==> src/rtl/drl_pkg.sv <==
// Package for the decimated RMS level unit: widths, limits and the job record
// handed from the accumulating front end to the divide/square-root back end.
// No dependencies.
`default_nettype none

package drl_pkg;

  localparam int SAMPLE_BITS = 16;
  localparam int STEP_BITS   = 7;
  localparam int PHASE_BITS  = 6;
  localparam int MAX_STEP    = 64;
  localparam int MAX_FRAMES  = 65536;
  localparam int CNT_BITS    = 17;
  localparam int SQ_BITS     = 31;   // (2^15)^2 = 2^30 needs 31 bits
  localparam int SUM_BITS    = 47;   // MAX_FRAMES * 2^30
  localparam int MEAN_BITS   = 31;   // mean of squares never exceeds 2^30
  localparam int ROOT_W      = 32;   // work width of the square-root loop
  localparam int ROOT_STEPS  = 16;
  localparam int QDEPTH      = 4;
  localparam int QPTR_BITS   = 2;
  localparam int QCNT_BITS   = 3;

  typedef struct packed {
    logic [SUM_BITS-1:0] sum;
    logic [CNT_BITS-1:0] cnt;
  } drl_job_t;

endpackage

`default_nettype wire

==> src/rtl/drl_ifs.sv <==
// Valid/ready channel interfaces for the decimated RMS level unit.
// Depends on drl_pkg for field widths.
`default_nettype none

interface drl_sample_if;
  logic                             valid;
  logic                             ready;
  logic [drl_pkg::SAMPLE_BITS-1:0]  sample;
  logic                             last;

  modport source (output valid, output sample, output last, input ready);
  modport sink   (input valid, input sample, input last, output ready);
endinterface

interface drl_level_if;
  logic                             valid;
  logic                             ready;
  logic [drl_pkg::SAMPLE_BITS-1:0]  rms_amplitude;

  modport source (output valid, output rms_amplitude, input ready);
  modport sink   (input valid, input rms_amplitude, output ready);
endinterface

`default_nettype wire

==> src/rtl/drl_front.sv <==
// Front end: takes samples, applies decimation, squares and accumulates,
// and pushes one job per buffer. Depends on drl_pkg and drl_sample_if.
`default_nettype none

module drl_front (
  input  wire logic                            clk_i,
  input  wire logic                            rst_ni,
  drl_sample_if.sink                           in_ch,
  input  wire logic [drl_pkg::STEP_BITS-1:0]   step_i,
  input  wire logic                            pop_i,
  output      logic                            push_o,
  output      drl_pkg::drl_job_t               job_o
);

  logic [drl_pkg::PHASE_BITS-1:0]  phase_q;
  logic [drl_pkg::CNT_BITS-1:0]    cnt_q;
  logic [drl_pkg::QCNT_BITS-1:0]   credit_q, credit_d;
  logic [drl_pkg::SUM_BITS-1:0]    sum_q, sum_next;

  logic [drl_pkg::STEP_BITS-1:0]   step_eff, ph_inc;
  logic [drl_pkg::PHASE_BITS-1:0]  ph, phase_d;
  logic [drl_pkg::SAMPLE_BITS-1:0] mag;
  logic                            take, acc;
  logic [drl_pkg::CNT_BITS-1:0]    cnt_new;

  // stage 1: magnitude and take flag
  logic                            v1_q, take1_q, last1_q;
  logic [drl_pkg::SAMPLE_BITS-1:0] mag1_q;
  logic [drl_pkg::CNT_BITS-1:0]    cnt1_q;
  // stage 2: square
  logic                            v2_q, last2_q;
  logic [drl_pkg::SQ_BITS-1:0]     sq2_q;
  logic [drl_pkg::CNT_BITS-1:0]    cnt2_q;
  logic [2*drl_pkg::SAMPLE_BITS-1:0] prod;

  // one credit per queue slot, reserved when a last beat is taken
  assign in_ch.ready = (credit_q < drl_pkg::QCNT_BITS'(drl_pkg::QDEPTH));
  assign acc         = in_ch.valid && in_ch.ready;

  always_comb begin
    if (step_i == '0) begin
      step_eff = drl_pkg::STEP_BITS'(1);
    end else if (step_i > drl_pkg::STEP_BITS'(drl_pkg::MAX_STEP)) begin
      step_eff = drl_pkg::STEP_BITS'(drl_pkg::MAX_STEP);
    end else begin
      step_eff = step_i;
    end
    ph      = ({1'b0, phase_q} >= step_eff) ? '0 : phase_q;
    take    = (ph == '0) && (cnt_q < drl_pkg::CNT_BITS'(drl_pkg::MAX_FRAMES));
    ph_inc  = {1'b0, ph} + drl_pkg::STEP_BITS'(1);
    phase_d = (ph_inc >= step_eff) ? '0 : ph_inc[drl_pkg::PHASE_BITS-1:0];
    cnt_new = cnt_q + drl_pkg::CNT_BITS'(take);
    // full-scale negative maps to 32768, which fits unsigned 16 bits
    mag     = in_ch.sample[drl_pkg::SAMPLE_BITS-1]
            ? (~in_ch.sample + drl_pkg::SAMPLE_BITS'(1)) : in_ch.sample;
    prod    = mag1_q * mag1_q;
    sum_next = sum_q + drl_pkg::SUM_BITS'(sq2_q);
    credit_d = credit_q + drl_pkg::QCNT_BITS'(acc && in_ch.last)
             - drl_pkg::QCNT_BITS'(pop_i);
  end

  always_ff @(posedge clk_i or negedge rst_ni) begin
    if (!rst_ni) begin
      phase_q  <= '0;
      cnt_q    <= '0;
      credit_q <= '0;
      sum_q    <= '0;
      v1_q     <= 1'b0;
      v2_q     <= 1'b0;
    end else begin
      credit_q <= credit_d;
      v1_q     <= acc;
      v2_q     <= v1_q;
      if (acc) begin
        phase_q <= in_ch.last ? '0 : phase_d;
        cnt_q   <= in_ch.last ? '0 : cnt_new;
      end
      if (v2_q) begin
        sum_q <= last2_q ? '0 : sum_next;
      end
    end
  end

  always_ff @(posedge clk_i) begin
    take1_q <= take;
    last1_q <= in_ch.last;
    mag1_q  <= mag;
    cnt1_q  <= cnt_new;
    last2_q <= last1_q;
    cnt2_q  <= cnt1_q;
    sq2_q   <= take1_q ? prod[drl_pkg::SQ_BITS-1:0] : '0;
  end

  assign push_o    = v2_q && last2_q;
  assign job_o.sum = sum_next;
  assign job_o.cnt = cnt2_q;

endmodule

`default_nettype wire

==> src/rtl/drl_queue.sv <==
// Short job queue between front and back end.
// Depends on drl_pkg. Overflow is prevented by the front end's credits.
`default_nettype none

module drl_queue (
  input  wire logic                clk_i,
  input  wire logic                rst_ni,
  input  wire logic                push_i,
  input  wire drl_pkg::drl_job_t   job_i,
  input  wire logic                pop_i,
  output      logic                valid_o,
  output      drl_pkg::drl_job_t   job_o
);

  drl_pkg::drl_job_t               mem_q [drl_pkg::QDEPTH];
  logic [drl_pkg::QPTR_BITS-1:0]   wr_q, rd_q;
  logic [drl_pkg::QCNT_BITS-1:0]   cnt_q;

  assign valid_o = (cnt_q != '0);
  assign job_o   = mem_q[rd_q];

  always_ff @(posedge clk_i or negedge rst_ni) begin
    if (!rst_ni) begin
      wr_q  <= '0;
      rd_q  <= '0;
      cnt_q <= '0;
    end else begin
      if (push_i) begin
        wr_q <= wr_q + drl_pkg::QPTR_BITS'(1);
      end
      if (pop_i) begin
        rd_q <= rd_q + drl_pkg::QPTR_BITS'(1);
      end
      cnt_q <= cnt_q + drl_pkg::QCNT_BITS'(push_i) - drl_pkg::QCNT_BITS'(pop_i);
    end
  end

  always_ff @(posedge clk_i) begin
    if (push_i) begin
      mem_q[wr_q] <= job_i;
    end
  end

endmodule

`default_nettype wire

==> src/rtl/drl_back.sv <==
// Back end: bit-serial division of the sum by the count, then a
// digit-by-digit integer square root. Depends on drl_pkg and drl_level_if.
`default_nettype none

module drl_back (
  input  wire logic                clk_i,
  input  wire logic                rst_ni,
  input  wire logic                q_valid_i,
  input  wire drl_pkg::drl_job_t   job_i,
  output      logic                pop_o,
  drl_level_if.source              out_ch
);

  typedef enum logic [1:0] {
    ST_IDLE,
    ST_DIV,
    ST_ROOT,
    ST_OUT
  } state_e;

  state_e                          state_q;
  logic [drl_pkg::SUM_BITS-1:0]    dvd_q, dvd_d;
  logic [drl_pkg::CNT_BITS-1:0]    div_q;
  logic [drl_pkg::CNT_BITS-1:0]    rem_q, rem_d;
  logic [drl_pkg::CNT_BITS:0]      rem_sh;
  logic [5:0]                      it_q;
  logic [drl_pkg::ROOT_W-1:0]      v_q, root_q, bit_q, v_d, root_d, trial;
  logic [drl_pkg::SAMPLE_BITS-1:0] res_q, rms_q;
  logic                            ovalid_q;

  assign pop_o                = (state_q == ST_IDLE) && q_valid_i;
  assign out_ch.valid         = ovalid_q;
  assign out_ch.rms_amplitude = rms_q;

  always_comb begin
    // restoring division step: one quotient bit per cycle
    rem_sh = {rem_q, dvd_q[drl_pkg::SUM_BITS-1]};
    if (rem_sh >= {1'b0, div_q}) begin
      rem_d = drl_pkg::CNT_BITS'(rem_sh - {1'b0, div_q});
      dvd_d = {dvd_q[drl_pkg::SUM_BITS-2:0], 1'b1};
    end else begin
      rem_d = rem_sh[drl_pkg::CNT_BITS-1:0];
      dvd_d = {dvd_q[drl_pkg::SUM_BITS-2:0], 1'b0};
    end
    // square-root step: one result bit per cycle
    trial = root_q + bit_q;
    if (v_q >= trial) begin
      v_d    = v_q - trial;
      root_d = (root_q >> 1) + bit_q;
    end else begin
      v_d    = v_q;
      root_d = root_q >> 1;
    end
  end

  always_ff @(posedge clk_i or negedge rst_ni) begin
    if (!rst_ni) begin
      state_q  <= ST_IDLE;
      ovalid_q <= 1'b0;
      dvd_q    <= '0;
      div_q    <= '0;
      rem_q    <= '0;
      it_q     <= '0;
      v_q      <= '0;
      root_q   <= '0;
      bit_q    <= '0;
      res_q    <= '0;
      rms_q    <= '0;
    end else begin
      // ST_OUT always leaves a beat on out_ch; otherwise hold until taken
      ovalid_q <= (state_q == ST_OUT) || (ovalid_q && !out_ch.ready);
      case (state_q)
        ST_IDLE: begin
          if (q_valid_i) begin
            dvd_q   <= job_i.sum;
            div_q   <= job_i.cnt;
            rem_q   <= '0;
            it_q    <= '0;
            state_q <= ST_DIV;
          end
        end
        ST_DIV: begin
          dvd_q <= dvd_d;
          rem_q <= rem_d;
          if (it_q == 6'(drl_pkg::SUM_BITS - 1)) begin
            v_q     <= (div_q == '0) ? '0
                     : drl_pkg::ROOT_W'(dvd_d[drl_pkg::MEAN_BITS-1:0]);
            root_q  <= '0;
            bit_q   <= drl_pkg::ROOT_W'(1) << (2 * (drl_pkg::ROOT_STEPS - 1));
            it_q    <= '0;
            state_q <= ST_ROOT;
          end else begin
            it_q <= it_q + 6'd1;
          end
        end
        ST_ROOT: begin
          v_q    <= v_d;
          root_q <= root_d;
          bit_q  <= bit_q >> 2;
          it_q   <= it_q + 6'd1;
          if (it_q == 6'(drl_pkg::ROOT_STEPS - 1)) begin
            res_q   <= root_d[drl_pkg::SAMPLE_BITS-1:0];
            state_q <= ST_OUT;
          end
        end
        ST_OUT: begin
          if (!ovalid_q || out_ch.ready) begin
            rms_q   <= res_q;
            state_q <= ST_IDLE;
          end
        end
        default: begin
          state_q <= ST_IDLE;
        end
      endcase
    end
  end

endmodule

`default_nettype wire

==> src/rtl/decimated_rms_level_unit.sv <==
// Decimated RMS level meter, top level.
// Uses drl_pkg, drl_ifs, drl_front, drl_queue and drl_back.
//
// Usage:
//   in_ch  : one signed Q1.15 sample per beat, last marks the end of a buffer.
//   out_ch : one unsigned Q1.15 RMS amplitude per buffer.
//   cfg_we_i/cfg_data_i : decimation step, write only while idle.
// The first sample of a buffer and every Nth one after it are squared and
// summed (at most 65536 per buffer); on the last beat the mean square is
// divided out and its floor square root is sent.
// Throughput: one sample beat per cycle while the job queue has room. Each buffer
// then occupies the back end through its load, bit-serial divide, square-root and
// output steps, and the back end takes the next job only once it is back in idle.
// Up to four finished buffers queue up between front and back end, so short
// buffers stall in_ch only when that queue is full.
// Reset clears all sums, counts and the queue and sets the step to 1.
// If out_ch stalls, the result is held and the back end waits; samples keep
// flowing until the queue fills.
`default_nettype none

module decimated_rms_level_unit (
  input  wire logic                          clk_i,
  input  wire logic                          rst_ni,
  drl_sample_if.sink                         in_ch,
  drl_level_if.source                        out_ch,
  input  wire logic                          cfg_we_i,
  input  wire logic [drl_pkg::STEP_BITS-1:0] cfg_data_i
);

  logic [drl_pkg::STEP_BITS-1:0] step_q;
  logic                          push, pop, q_valid;
  drl_pkg::drl_job_t             push_job, q_job;

  always_ff @(posedge clk_i or negedge rst_ni) begin
    if (!rst_ni) begin
      step_q <= drl_pkg::STEP_BITS'(1);
    end else if (cfg_we_i) begin
      step_q <= cfg_data_i;
    end
  end

  drl_front u_front (
    .clk_i  (clk_i),
    .rst_ni (rst_ni),
    .in_ch  (in_ch),
    .step_i (step_q),
    .pop_i  (pop),
    .push_o (push),
    .job_o  (push_job)
  );

  drl_queue u_queue (
    .clk_i   (clk_i),
    .rst_ni  (rst_ni),
    .push_i  (push),
    .job_i   (push_job),
    .pop_i   (pop),
    .valid_o (q_valid),
    .job_o   (q_job)
  );

  drl_back u_back (
    .clk_i     (clk_i),
    .rst_ni    (rst_ni),
    .q_valid_i (q_valid),
    .job_i     (q_job),
    .pop_o     (pop),
    .out_ch    (out_ch)
  );

endmodule

`default_nettype wire

==> src/flat_wrapper.sv <==
// flat-port wrapper written by rule: the top's interface ports become plain ports
module decimated_rms_level_unit_flat 
  (clk_i, rst_ni, cfg_we_i, cfg_data_i, in_ch_valid, in_ch_sample, in_ch_last, in_ch_ready, out_ch_valid, out_ch_rms_amplitude, out_ch_ready);
  drl_sample_if in_ch_i ();
  drl_level_if out_ch_i ();
  input  wire logic clk_i;
  input  wire logic rst_ni;
  input  wire logic cfg_we_i;
  input  wire logic [drl_pkg::STEP_BITS-1:0] cfg_data_i;
  input wire logic [$bits(in_ch_i.valid)-1:0] in_ch_valid;
  input wire logic [$bits(in_ch_i.sample)-1:0] in_ch_sample;
  input wire logic [$bits(in_ch_i.last)-1:0] in_ch_last;
  output wire logic [$bits(in_ch_i.ready)-1:0] in_ch_ready;
  output wire logic [$bits(out_ch_i.valid)-1:0] out_ch_valid;
  output wire logic [$bits(out_ch_i.rms_amplitude)-1:0] out_ch_rms_amplitude;
  input wire logic [$bits(out_ch_i.ready)-1:0] out_ch_ready;
  assign in_ch_i.valid = in_ch_valid;
  assign in_ch_i.sample = in_ch_sample;
  assign in_ch_i.last = in_ch_last;
  assign in_ch_ready = in_ch_i.ready;
  assign out_ch_valid = out_ch_i.valid;
  assign out_ch_rms_amplitude = out_ch_i.rms_amplitude;
  assign out_ch_i.ready = out_ch_ready;
  decimated_rms_level_unit u_core (.clk_i(clk_i), .rst_ni(rst_ni), .in_ch(in_ch_i), .out_ch(out_ch_i), .cfg_we_i(cfg_we_i), .cfg_data_i(cfg_data_i));
endmodule
==> config.mk <==
export PLATFORM = sky130hd
export DESIGN_NAME = decimated_rms_level_unit_flat
export DESIGN_NICKNAME = d
export VERILOG_FILES = /design/src/rtl/drl_pkg.sv /design/src/rtl/drl_ifs.sv /design/src/rtl/drl_front.sv /design/src/rtl/drl_queue.sv /design/src/rtl/drl_back.sv /design/src/rtl/decimated_rms_level_unit.sv /design/src/flat_wrapper.sv
export SDC_FILE = /design/constraint.sdc
export NUM_CORES = 2
export LEC_CHECK = 0
export BUFFER_PORTS_ARGS = -buffer_cell sky130_fd_sc_hd__buf_2
export CAP_MARGIN = 20
export CORE_MARGIN = 2
export CORE_UTILIZATION = 69
export CTS_CLUSTER_DIAMETER = 50
export DETAILED_ROUTE_END_ITERATION = 8
export HOLD_SLACK_MARGIN = 0.08
export PLACE_DENSITY = 0.86
export SETUP_SLACK_MARGIN = 0.5
export SYNTH_ARGS = -nofsm -noshare
export SYNTH_HDL_FRONTEND = slang
export SYNTH_SLANG_ARGS = --single-unit
export TNS_END_PERCENT = 50
==> constraint.sdc <==
create_clock -name clk_i -period 14.4 [get_ports clk_i]
set_clock_uncertainty 0.2 [all_clocks]
set_input_delay 1.44 -clock clk_i [delete_from_list [all_inputs] [get_ports clk_i]]
set_output_delay 1.44 -clock clk_i [all_outputs]
set_load 0.005 [all_outputs]
==> impl_metrics.yaml <==
power:
  pwr_density_cell_mw_per_mm2: 223.7
  leakage_nw: 18.71
  worst_ir_drop_vdd_uv: 391.4
logic_synthesis:
  syn_nets: 3865
  ys_seq_area_frac: 0.4401
  async_flop_share: 0.4619
  syn_inst: 3421
  synthesis.area_sq_mm: 0.03779
  synth_top_flop_cell: "dfrtp_1"
  ys_ff_latch: 630
  syn_avg_cell_area_sq_um: 11.05
  synth_edf_count: 256
  yosys_warnings: 0
  synth.distinct_cells: 88
critical_path:
  worstSetupStartpointType: "flop"
  cpMaxStageDelayCell: "dfxtp_1"
  cp_top_family: "adder cells"
  crit_chain: "inv_1 -> nor2_1 -> inv_1 -> fa_1 -> fa_1 -> inv_1 -> ha_1 -> fa_1 -> fa_1 -> inv_1 -> fa_1 -> inv_1 -> ha_1 -> a21o_1 -> a21o_1 -> a21oi_1 -> o21ba_2 -> o311a_1 -> nor2_1 -> a311o_1 -> a21oi_1 -> xnor2_1 -> and2_1"
  critPathRequiredTime_ps: 14710
  path_max_fanout: 13
  critPathBufInv: 5
  reg2regPathDepth: 23
  r2r_slack_ps: 7480
  r2r_start: "u_core.u_front.mag1_q[0]$_DFF_P_"
  arrival_ps: 7220
  crit_cells: 23
  rr_endpoint: "u_core.u_front.sq2_q[28]$_SDFF_PN0_"
  crit_path_max_incr_delay_ps: 690
  worstSetupEndpointType: "flop"
  crit_type: "flop to flop"
clock_network:
  clock_latency_ps: 640
  clock-sinks: 630
  h-tree-depth: 3
  cts_tree: "done"
  clock_tree.root_cell: "clkbuf_16"
  cts_resized: 0
  clockBufferDepth: 3
  cts_made_buffers: 69
  ctsHoldBuffers: 0
  cts_setup_buffers: 0
  clkTransAtPathRegs_ps: 60
worst_hold_path:
  holdPathStages: 0
  worstHoldPathType: "flop to flop"
  min_to: "u_core.u_front.cnt2_q[2]$_DFF_P_"
  hold_path.startpoint: "u_core.u_front.cnt1_q[2]$_DFF_P_"
timing:
  rsz0062_at_grt: "no"
  fin_tns_setup_ps: 0
  tightestPinTransition_ps: 1118
  hold_viol_final: 0
  slew_viol_final: 0
  fin_crit_sh: 0.4803
  slew_headroom: 0.2547
  fmax_ghz: 0.1446
  finalSetupViolCount: 0
  fin_crit_ps: 6916
floorplanning:
  core_sq_mm: 0.05403
  die_h_um: 238.0
  num_io_pins: 47
  die_x_um: 238.0
  die_area_sq_mm: 0.05666
  start_util: 0.6995
  rows: 85
drt:
  drt_iter0_markers: 2363
  drcViolationCount: 0
  ant_nets: 0
  firstDrtPassIters: 6
  vias_per_cell: 6.402
  vias: 26760
  drt-total-wl_um: 90940
  wl_per_cell_um: 21.76
grt:
  grt_max_degree: 112
  grt_pass1_wl_um: 148100
  grt_pass1_vias: 28000
  grt_remaining_overflow: 0
  antenna_found_initial: 0
  grt_usage: 0.3300
finish:
  final_cell_mix: "inv_1, nand2_1, dfrtp_1"
  final_nets: 3870
  diodes: 0
  syn2layout_area_growth_pct: 8.476
  drive_gt1_frac: 0.1002
  final_cells: 4179
placed_design:
  hpwl_um: 60070
  globalplace.congestion: 0.9381
  place.port_buffers: 46
  place_inst: 4050
status:
  status: "finished clean"
job:
  maxCapViolCount: 0
per-stage QoR:
step | utilization | worst slack, ps | hold slack [ps] | power, mW | cell area, sq um
after floorplan | - | 8077 | 109.6 | 6.167 | 37790
after global placement | 0.7139 | 7613 | 111.7 | 7.051 | 38570
after detailed placement | 0.7143 | 7563 | 113.2 | 7.217 | 38590
after CTS | 0.7587 | 7540 | 105.2 | 9.148 | 40990
after global routing | 0.7588 | 7137 | 114.5 | 9.887 | 41000
final | 0.7588 | 7484 | 112.4 | 9.170 | 41000
cell type report:
type / count / area (sq um)
multi-input combinational: 2333 / 19450
sequential: 630 / 16640
fill: 3311 / 13030
clock buffer: 85 / 1857
inverter: 322 / 1209
tap: 696 / 870.8
clock inverter: 43 / 544.3
timing repair buffer: 70 / 430.4
cell usage after synthesis, types with 79 or more instances:
master    instances  area share
inv_1           320       0.032
ha_1            248       0.082
clkbuf_1        103       0.010
fa_1            167       0.088
nor2_1          142       0.014
nand2_1         321       0.032
dfxtp_1          83       0.044
xnor2_1         136       0.032
and2_1           85       0.014
edfxtp_1        256        0.20
nand3_1          90       0.012
a21oi_1         149       0.020
xor2_1           79       0.018
dfrtp_1         290        0.19
o21ai_0         211       0.028
where the power goes:
group | internal (mW) | switching, mW | total (mW)
Clock | 1.09 | 0.786 | 1.87
Combinational | 2.12 | 2.82 | 4.94
Sequential | 2.22 | 0.133 | 2.36
Total | 5.43 | 3.74 | 9.17
worst reg2reg max path, cell delays in order (launching register included):
cell and delay [ps]:
dfxtp_1 690, inv_1 320, nor2_1 300, inv_1 100, fa_1 450, fa_1 540, inv_1 40, ha_1 310
fa_1 510, fa_1 550, inv_1 50, fa_1 530, inv_1 40, ha_1 350, a21o_1 200, a21o_1 160
a21oi_1 210, o21ba_2 160, o311a_1 200, nor2_1 110, a311o_1 360, a21oi_1 180, xnor2_1 70, and2_1 150
kinds of logic (layout without fill, tap and decap cells):
family                   count (synthesis)  after routing  share of synthesized area
AND/OR/NAND/NOR                        817            817                     0.1029
multiplexers                           181            181                    0.07065
AO/OA/AOI/OAI                          705            705                     0.1197
adder cells (fa/ha/maj)                415            415                     0.1706
buffers and inverters                  458            520                    0.04632
XOR/XNOR                               215            215                    0.04983
flip-flops                             630            630                     0.4401
worst max-delay path by stage:
stage | start | endpoint | slack [ps]
2_1_floorplan | u_core.u_front.mag1_q[4]$_DFF_P_ | u_core.u_front.sq2_q[28]$_SDFF_PN0_ | 8080
3_3_place_gp | u_core.u_front.mag1_q[0]$_DFF_P_ | u_core.u_front.sq2_q[28]$_SDFF_PN0_ | 7610
3_5_place_dp | u_core.u_front.mag1_q[0]$_DFF_P_ | u_core.u_front.sq2_q[28]$_SDFF_PN0_ | 7560
4_1_cts | u_core.u_front.mag1_q[0]$_DFF_P_ | u_core.u_front.sq2_q[28]$_SDFF_PN0_ | 7540
5_1_grt | u_core.u_front.mag1_q[0]$_DFF_P_ | u_core.u_front.sq2_q[28]$_SDFF_PN0_ | 7140
6_report | u_core.u_front.mag1_q[0]$_DFF_P_ | u_core.u_front.sq2_q[28]$_SDFF_PN0_ | 7480
routing by layer:
| layer | track usage | routed length (um) |
|---|---|---|
| met1 | 0.4128 | 35190 |
| met2 | 0.5802 | 46750 |
| met3 | 0.04408 | 5473 |
| met4 | 0.1411 | 3528 |
| met5 | 0 | 0 |
state kept, by name, summed over array words and instances (netlist names), 3 cells and up:
name	count
u_core.u_queue.mem_q	256
u_core.u_back.dvd_q	47
u_core.u_front.sum_q	47
u_core.u_back.root_q	32
u_core.u_back.v_q	32
u_core.u_front.sq2_q	30
u_core.u_back.div_q	17
u_core.u_back.rem_q	17
u_core.u_front.cnt1_q	17
u_core.u_front.cnt2_q	17
u_core.u_front.cnt_q	17
u_core.u_back.bit_q	16
u_core.u_back.out_ch.rms_amplitude	16
u_core.u_back.res_q	16
u_core.u_front.mag1_q	16
u_core.step_q	7
u_core.u_back.it_q	6
u_core.u_front.phase_q	6
u_core.u_front.credit_q	3
u_core.u_queue.cnt_q	3
Note: power is estimated with default switching activity, not from simulation.
